`src/rtl/idt_pkg.sv`:
```
// Shared constants, types and token codes for the indent/dedent tracker.
package idt_pkg;

  // Stack geometry: the base entry (always zero) plus one cell per deeper level.
  localparam int STACK_DEPTH = 32;
  localparam int CELL_COUNT  = STACK_DEPTH - 1;
  localparam int PTR_W       = $clog2(STACK_DEPTH);
  localparam int WIDTH_W     = 11;

  // Token kinds carried on the result channel.
  localparam logic [2:0] KIND_INDENT       = 3'd0;
  localparam logic [2:0] KIND_DEDENT       = 3'd1;
  localparam logic [2:0] KIND_END          = 3'd2;
  localparam logic [2:0] KIND_INCONSISTENT = 3'd3;
  localparam logic [2:0] KIND_OVERFLOW     = 3'd4;

  // Shift command broadcast along the row of stack cells.
  typedef struct packed {
    logic push;
    logic pop;
  } idt_shift_t;

endpackage

```
`src/rtl/idt_cell.sv`:
```
// One stack cell: holds a single indent width and shifts with its neighbours.
module idt_cell (
  input  logic                           clk_i,
  input  idt_pkg::idt_shift_t            shift_i,
  input  logic [idt_pkg::WIDTH_W-1:0]    above_i,
  input  logic [idt_pkg::WIDTH_W-1:0]    below_i,
  output logic [idt_pkg::WIDTH_W-1:0]    value_o
);

  logic [idt_pkg::WIDTH_W-1:0] value_q;
  logic [idt_pkg::WIDTH_W-1:0] value_d;

  // A push takes the value from the cell nearer the top; a pop takes it from below.
  always_comb begin
    value_d = value_q;
    if (shift_i.push) begin
      value_d = above_i;
    end else if (shift_i.pop) begin
      value_d = below_i;
    end
  end

  always_ff @(posedge clk_i) begin
    value_q <= value_d;
  end

  assign value_o = value_q;

endmodule

```
`src/rtl/indent_dedent_tracker_core.sv`:
```
// Top level of the indent/dedent tracker: control sequencer and row of stack cells.
//
//   Channel | Direction | Handshake                  | Payload
//   --------+-----------+----------------------------+------------------------------------------
//   in      | input     | in_valid_i / in_stall_o    | action, space_count, tab_count, is_blank
//   out     | output    | out_valid_o / out_stall_i  | token_kind, last
//
// One item is worked on at a time. It is accepted in S_IDLE, then S_RUN gives its results in turn:
// an indent, overflow or halted item gives one result, a blank or equal-width item none, a dedent
// run one dedent per pop of the cell row (one pop per cycle while the output can take it), plus an
// inconsistency error if it ends between levels, and an end item a dedent per level, then the end.
// Reset (rst_ni low, asynchronous) empties the stack to its base entry and clears the halt.
// A stall on the output holds the result register and pauses the sequencer; in_stall_o stays
// high until the last result of the current item has entered the output register.
module indent_dedent_tracker_core (
  input  logic       clk_i,
  input  logic       rst_ni,
  input  logic       in_valid_i,
  output logic       in_stall_o,
  input  logic       action_i,
  input  logic [7:0] space_count_i,
  input  logic [7:0] tab_count_i,
  input  logic       is_blank_i,
  output logic       out_valid_o,
  input  logic       out_stall_i,
  output logic [2:0] token_kind_o,
  output logic       last_o
);

  localparam logic S_IDLE = 1'b0;
  localparam logic S_RUN  = 1'b1;

  localparam logic [idt_pkg::PTR_W-1:0] PTR_MAX = idt_pkg::PTR_W'(idt_pkg::STACK_DEPTH - 1);
  localparam logic [idt_pkg::PTR_W-1:0] PTR_ONE = idt_pkg::PTR_W'(1);

  logic                             state_q, state_d;
  logic [idt_pkg::PTR_W-1:0]        ptr_q, ptr_d;
  logic                             halted_q, halted_d;
  logic [2:0]                       halt_kind_q, halt_kind_d;
  logic                             popped_q, popped_d;
  logic                             out_valid_q, out_valid_d;
  logic [2:0]                       out_kind_q;
  logic                             out_last_q;

  logic                             act_q;
  logic                             blank_q;
  logic [idt_pkg::WIDTH_W-1:0]      width_q;

  logic                             in_accept;
  logic                             out_free;
  logic                             emit;
  logic [2:0]                       emit_kind;
  logic                             emit_last;
  logic                             done;
  logic                             cont;
  idt_pkg::idt_shift_t              shift;
  logic [idt_pkg::WIDTH_W-1:0]      top_val;
  logic [idt_pkg::WIDTH_W-1:0]      next_val;
  logic [idt_pkg::WIDTH_W-1:0]      line_width;
  logic [idt_pkg::WIDTH_W-1:0]      cell_val [idt_pkg::CELL_COUNT+1];

  assign in_accept = in_valid_i && !in_stall_o;
  assign in_stall_o = (state_q != S_IDLE);
  assign out_free  = !out_valid_q || !out_stall_i;

  // Each space is worth one column and each tab four.
  assign line_width = {3'b000, space_count_i} + {1'b0, tab_count_i, 2'b00};

  // The top entry lives in cell 0; the base entry reads as zero.
  assign top_val  = (ptr_q == '0) ? '0 : cell_val[0];
  assign next_val = (ptr_q > PTR_ONE) ? cell_val[1] : '0;

  // Row of stack cells; the cell below the deepest one feeds zeros on a pop.
  assign cell_val[idt_pkg::CELL_COUNT] = '0;
  for (genvar g = 0; g < idt_pkg::CELL_COUNT; g++) begin : g_cell
    idt_cell u_cell (
      .clk_i   (clk_i),
      .shift_i (shift),
      .above_i ((g == 0) ? width_q : cell_val[(g == 0) ? 0 : g - 1]),
      .below_i (cell_val[g + 1]),
      .value_o (cell_val[g])
    );
  end

  // Sequencer: one result, or one decision, per cycle while the output register can take it.
  always_comb begin
    state_d     = state_q;
    ptr_d       = ptr_q;
    halted_d    = halted_q;
    halt_kind_d = halt_kind_q;
    popped_d    = popped_q;
    shift       = '0;
    emit        = 1'b0;
    emit_kind   = idt_pkg::KIND_END;
    emit_last   = 1'b0;
    done        = 1'b0;
    cont        = 1'b0;

    case (state_q)
      S_IDLE: begin
        if (in_accept) begin
          state_d  = S_RUN;
          popped_d = 1'b0;
        end
      end
      S_RUN: begin
        if (out_free) begin
          if (halted_q) begin
            emit      = 1'b1;
            emit_kind = halt_kind_q;
            emit_last = 1'b1;
            done      = 1'b1;
          end else if (act_q) begin
            // End of input unwinds every level, then reports the end.
            emit = 1'b1;
            if (ptr_q != '0) begin
              shift.pop = 1'b1;
              ptr_d     = ptr_q - PTR_ONE;
              emit_kind = idt_pkg::KIND_DEDENT;
            end else begin
              emit_kind = idt_pkg::KIND_END;
              emit_last = 1'b1;
              done      = 1'b1;
            end
          end else if (blank_q || width_q == top_val) begin
            done = 1'b1;
          end else if (width_q > top_val) begin
            emit      = 1'b1;
            emit_last = 1'b1;
            done      = 1'b1;
            if (popped_q) begin
              // Dedent landed between two levels.
              emit_kind   = idt_pkg::KIND_INCONSISTENT;
              halted_d    = 1'b1;
              halt_kind_d = idt_pkg::KIND_INCONSISTENT;
            end else if (ptr_q == PTR_MAX) begin
              emit_kind   = idt_pkg::KIND_OVERFLOW;
              halted_d    = 1'b1;
              halt_kind_d = idt_pkg::KIND_OVERFLOW;
            end else begin
              shift.push = 1'b1;
              ptr_d      = ptr_q + PTR_ONE;
              emit_kind  = idt_pkg::KIND_INDENT;
            end
          end else begin
            // Shallower line: pop one level and look ahead at the entry beneath.
            shift.pop = 1'b1;
            ptr_d     = ptr_q - PTR_ONE;
            popped_d  = 1'b1;
            emit      = 1'b1;
            emit_kind = idt_pkg::KIND_DEDENT;
            cont      = (ptr_q > PTR_ONE) && (width_q < next_val);
            emit_last = !cont && (width_q == next_val);
            done      = emit_last;
          end
          if (done) begin
            state_d = S_IDLE;
          end
        end
      end
      default: begin
        state_d = S_IDLE;
      end
    endcase
  end

  // Output register hand-off.
  always_comb begin
    out_valid_d = out_valid_q;
    if (emit) begin
      out_valid_d = 1'b1;
    end else if (!out_stall_i) begin
      out_valid_d = 1'b0;
    end
  end

  // Control state.
  always_ff @(posedge clk_i or negedge rst_ni) begin
    if (!rst_ni) begin
      state_q     <= S_IDLE;
      ptr_q       <= '0;
      halted_q    <= 1'b0;
      halt_kind_q <= idt_pkg::KIND_INDENT;
      popped_q    <= 1'b0;
      out_valid_q <= 1'b0;
    end else begin
      state_q     <= state_d;
      ptr_q       <= ptr_d;
      halted_q    <= halted_d;
      halt_kind_q <= halt_kind_d;
      popped_q    <= popped_d;
      out_valid_q <= out_valid_d;
    end
  end

  // Captured item and result payload.
  always_ff @(posedge clk_i) begin
    if (in_accept) begin
      act_q   <= action_i;
      blank_q <= is_blank_i;
      width_q <= line_width;
    end
    if (emit) begin
      out_kind_q <= emit_kind;
      out_last_q <= emit_last;
    end
  end

  assign out_valid_o  = out_valid_q;
  assign token_kind_o = out_kind_q;
  assign last_o       = out_last_q;

endmodule

```
`config.mk`:
```
export PLATFORM = sky130hd
export DESIGN_NAME = indent_dedent_tracker_core
export DESIGN_NICKNAME = d
export VERILOG_FILES = /design/src/rtl/idt_pkg.sv /design/src/rtl/idt_cell.sv /design/src/rtl/indent_dedent_tracker_core.sv
export SDC_FILE = /design/constraint.sdc
export NUM_CORES = 1
export LEC_CHECK = 0
export BUFFER_PORTS_ARGS = -buffer_cell sky130_fd_sc_hd__buf_4
export CORE_ASPECT_RATIO = 0.6
export CORE_UTILIZATION = 45
export DETAILED_ROUTE_END_ITERATION = 10
export PLACE_DENSITY = 0.69
export SYNTH_ARGS = -nofsm -noshare
export SYNTH_HDL_FRONTEND = slang
export SYNTH_SLANG_ARGS = --single-unit
```
`constraint.sdc`:
```
create_clock -name clk_i -period 11.7 [get_ports clk_i]
set_input_delay 2.34 -clock clk_i [delete_from_list [all_inputs] [get_ports clk_i]]
set_output_delay 2.34 -clock clk_i [all_outputs]
set_load 0.02 [all_outputs]
```
# After elaboration in Yosys (flattened, before gate mapping)
# Index checks and enable logic that the tools add are counted.
# Widths: inputs -> output; s select.
word_totals:
  in_bits: 22
  wordCells: 207
  regBits: 370
op_classes:
  order_cmp: 3
  n_eq_ne: 14
  bitwise: 4
  n_mux: 124
  addsub: 3
  reduce_logical: 17
op_table:
  columns: ["cell", "n"]
  rows:
  - ["$mux 11", 64]
  - ["$mux 1", 39]
  - ["$mux 5", 6]
  - ["$mux 3", 8]
  - ["$eq 11x11->1", 2]
  - ["$reduce_and 7->1", 2]
  - ["$ne 2x2->1 const B", 6]
  - ["$add 8x10->11", 1]
  - ["$gt 11x11->1", 1]
  - ["$lt 11x11->1", 1]
  - ["$mux 2", 5]
  - ["$ne 2x1->1 const B", 3]
  - ["$ne 3x3->1 const B", 2]
  - ["$reduce_and 6->1", 1]
  - ["$add 5x1->5 const B", 1]
  - ["$eq 5x5->1 const B", 1]
  - ["$gt 5x1->1 const B", 1]
  - ["$logic_not 5->1", 1]
  - ["$reduce_bool 5->1", 1]
  - ["$sub 5x1->5 const B", 1]
  - ["$logic_not 1->1", 4]
  - ["$not 1->1", 4]
  - ["$pmux 1 s2", 2]
  - ["$reduce_bool 2->1", 2]
  - ["other kinds (3)", 6]

# Logic depth before layout (Yosys ltp)
logic_depth:
  ltp_word: 15
  ltp_mapped: 14
  depth_no_buf: 11

# Modules after synthesis
# Synthesis repeated with hierarchy kept, for this count alone.
unflattened:
  cells_unflattened: 975
  area_unflattened_um2: 17892.2
modules_own_cells:
  columns: ["mod", "area_per_inst_um2", "n_inst", "cells_per_inst"]
  rows:
  - ["idt_cell", 505.5, 31, 24]
  - ["indent_dedent_tracker_core", 2222.1, 1, 231]

# Worst setup path after synthesis
# No wires, ideal clock.
synth_timing:
  path_type: "input to register"
  from: "in out_stall_i"
  to: "reg ptr_q[1] in the netlist's numbering"
  arrival_ps: 11191
  setup_slack_ps: 54
  stages: 7
  n_path_buf: 1
  path_cell_list: "a21bo_2 > nor4_2 > nand2b_1 > or3_4 > buf_6 > nand2_1 > mux2i_1"
synth_between:
  elab_chain_len: 3
synth_lines:
  columns: ["element", "line_no", "text"]
  rows:
  - ["from (decl)", "indent_dedent_tracker_core.sv:25", "input logic out_stall_i,"]
  - ["$logic_not 1->1", null, null]
  - ["$logic_or 1x1->1", "indent_dedent_tracker_core.sv:64", "assign out_free = !out_valid_q || !out_stall_i;"]
  - ["$reduce_and 7->1 (no line)", null, null]
  - ["to (signal assigned)", "indent_dedent_tracker_core.sv:188", "ptr_q <= ptr_d;"]
  - ["to (decl)", "indent_dedent_tracker_core.sv:37", "logic [idt_pkg::PTR_W-1:0] ptr_q, ptr_d;"]
# No other way between the ends.
# A chain may end at the register's enable or synchronous reset.

# Final worst setup path
layout_timing:
  from: "in out_stall_i"
  to: "reg g_cell[7].u_cell.value_q (netlist bit g_cell[7].u_cell.value_o[4]), enable pin"
layout_between:
  elab_chain_len: 5
layout_lines:
  columns: ["element", "line_no", "text"]
  rows:
  - ["$logic_not 1->1", null, null]
  - ["$logic_or 1x1->1", "indent_dedent_tracker_core.sv:64", null]
  - ["$mux 2", "indent_dedent_tracker_core.sv:107", "if (out_free) begin"]
  - ["$mux 2", "indent_dedent_tracker_core.sv:99", "case (state_q)"]
  - ["$reduce_bool 2->1 (no line)", null, null]
  - ["to (signal assigned)", "idt_cell.sv:24", "value_q <= value_d;"]
  - ["to (decl)", "idt_cell.sv:10", "logic [idt_pkg::WIDTH_W-1:0] value_q;"]
# No other way between the ends.

==> impl_metrics.ini <==
[run_status]
outcome = finished clean

[layout]
instances_no_fill = 1455
fin_nets = 1020
diodes = 0
fin_util_pct = 51.2
drive_gt1_share_pct = 38.6
syn2layout_area_growth_pct = 10.5

[floorplan]
pin_count = 28
start_util_pct = 46.3
core_um2 = 35500
dieArea_um2 = 37400
die_w_um = 249
rows = 53
die_h_um = 150

[worst_setup_path]
cp_max_fo = 82
cp-start-kind = input pin
cp-endpoint = g_cell[7].u_cell.value_o[4]
critPathRequiredTime_ns = 11.84
critPathBufInv = 2
rrSetupSlack_ns = 6.38
path_cells = buf_4 > a21bo_2 > nor4_2 > nand2b_1 > or3_4 > nand2_4 > buf_4
r2r-start = ptr_q[0]
critical-path-top-delay-family = simple AND/OR/NAND/NOR gates
crit_type = in2reg
cp_slowest_stage_delay_ns = 0.87
r2r_end = g_cell[7].u_cell.value_o[4]
cp-end-kind = flop
arrival_ns = 5.57
crit_cells = 7
cp_slowest_cell = buf_4
timing.critical_path.from = out_stall_i
cp_common_cell = buf_4
reg2reg_depth = 12

[sta]
layout_min_cycle_time_ns = 5.43
fin_skew_ns = 0.0305
fmax_ghz = 0.184
holdWs_ns = 0.519
relSlewSlack_pct = 16.6
rsz0062_at_grt = false
hold_viol = 0
setup-tns-final_ns = 0
max_slew.worst_pin.slew_ns = 1.25
final-setup-viol-count = 0
maxSlewViolCount = 0
timing.final.crit_share_pct = 46.4

[detailed_routing]
dr.pass1.iters = 5
routed_wl_um = 24400
detail-route-antenna-nets = 0
drt_iter0_markers = 620
num_vias = 7736
drc = 0
vias_per_cell = 5.32
wire_per_inst_um = 16.8

[synth]
async_flop_share_pct = 2.98
syn_nets = 992
yosys.area.top_type_share_pct = 65.3
seq_area_frac_synth_pct = 66.9
synth.distinct_cells = 61
yosysMostFrequentCell = edfxtp_1
synth_area_leader_cell = edfxtp_1
synth_area_um2 = 16500
synth_edf_count = 358
postSynthAreaPerCell_um2 = 17.6
synth_ff_type = edfxtp_1
synth_common_cells = edfxtp_1, mux2_2, mux2_1, ha_1, nand2_1
ys_ff_latch = 369
synth_area_leaders = edfxtp_1, mux2_2, mux2_1, ha_1, dfrtp_1
syn_inst = 936
yosys_warnings = 0

[power]
total_leakage_power_nw = 6.22
power_density_nw_per_um2 = 299
peakVddDrop_v = 0.000214

[clocking]
path_clk_slew_ns = 0.06
post_cts_resized = 0
cts_buffer_depth = 3
cts_root_buffer = clkbuf_16
postCtsSetupRepairBufs = 0
numCtsBuffers = 34
clkSinkCount = 369
cts_hold_buffers = 0
clk_latency_ns = 0.52
cts_tree = yes
htreeDepth = 2

[global_routing]
grt_pass1_vias = 7729
gr-usage-all-layers_pct = 13.4
grt_pass1_wl_um = 40500
grt-ovfl-total = 0
grt_max_degree = 226
grt_antenna_before_repair = 0

[placement]
dp_cells = 1395
place_congestion = 0.802
place.port_buffers = 27
dp_hpwl_um = 14200

[worst_hold_path]
hp-class = reg2reg

[job]
drv_cap = 0
[how the worst min path moves through the flow]
stage,cells after the start,start,endpoint,slack [ns]
after floorplan,1,halt_kind_q[1],halt_kind_q[1],0.47
after global placement,1,halt_kind_q[1],halt_kind_q[1],0.51
after detailed placement,1,halt_kind_q[1],halt_kind_q[1],0.51
after CTS,2,halt_kind_q[2],halt_kind_q[2],0.53
after global routing,1,g_cell[30].u_cell.value_o[0],g_cell[29].u_cell.value_o[0],0.56
final,1,halt_kind_q[1],halt_kind_q[1],0.52
[cell families (layout without fill, tap and decap cells)]
logic type | Yosys count | in the layout | synth area share (%)
xor+xnor | 9 | 9 | 0.478
simple gates | 89 | 89 | 3.02
fa+ha+maj | 34 | 34 | 2.63
mux | 331 | 331 | 22.8
buf+inv | 55 | 107 | 2.00
compound gates | 49 | 49 | 2.10
flops | 369 | 369 | 66.9
[metal layers]
metal	global-route usage, %	vias to the layer above	share of wire [%]
li1	-	3718	-
met4	3.94	0	1.9
met2	18.6	154	42
met5	0	-	0
met3	3.04	40	5.3
met1	20.6	3824	51
[sequential cells by signal, indices dropped and copies added, names as in the netlist]
name and cells:
ptr_q 5, blank_q 1, halt_kind_q 2, last_o 1, g_cell.u_cell.value_o 341, in_stall_o 1
token_kind_o 3, popped_q 1, act_q 1, width_q 11, halted_q 1, out_valid_o 1
[through the flow]
| step | area, µm² | setup WS, ns | power (W) |
|---|---|---|---|
| finish | 18200 | 6.27 | 0.00544 |
| floorplan | 16500 | 0.0540 | 0.00417 |
| global placement | 17100 | 5.84 | 0.00426 |
| global route | 18200 | 6.06 | 0.00578 |
| detailed placement | 17100 | 5.74 | 0.00434 |
| CTS | 18200 | 6.26 | 0.00550 |
[layout by cell type (no fill, tap or decap), types with 6 or more instances in the layout]
| master | netlist | final |
|---|---|---|
| mux2_1 | 44 | 44 |
| and2_1 | 13 | 13 |
| nor2_1 | 10 | 10 |
| a21oi_1 | 11 | 11 |
| dfrtp_1 | 11 | 11 |
| clkbuf_16 | 0 | 34 |
| clkbuf_1 | 5 | 6 |
| mux2_2 | 276 | 276 |
| nand2_1 | 26 | 25 |
| nand3_1 | 6 | 6 |
| nor3_1 | 6 | 6 |
| mux2_4 | 10 | 10 |
| edfxtp_1 | 358 | 358 |
| ha_1 | 33 | 33 |
| buf_4 | 23 | 32 |
| o21ai_0 | 8 | 8 |
| clkinv_2 | 0 | 6 |
| inv_1 | 13 | 13 |
[final cells by class]
class                           count  area, µm²
Tap cell                          467        584
Clock inverter                     17        215
Timing Repair Buffer               34        280
Fill cell                        2880      17300
Sequential cell                   369      11000
Inverter                           13       48.8
Clock buffer                       43        915
Multi-Input combinational cell    512       5130
[worst reg2reg max path, stage by stage (launching register included)]
cell and delay (ns):
dfrtp_1 0.43, inv_1 0.12, ha_1 0.24, nand2_1 0.44
nand2_1 0.14, ha_1 0.32, a21oi_1 0.06, o21ai_0 0.45
a211oi_1 0.16, buf_4 0.21, or3_4 0.66, nand2_4 0.70
buf_4 0.92
[power breakdown]
part	total, W	switching, W	internal [W]	leakage (nW)
Combinational	0.00140	0.000725	0.000671	2.16
Clock	0.00114	0.000471	0.000666	0.556
Sequential	0.00291	0.000346	0.00256	3.51
Power figures use the tool's default switching activity.
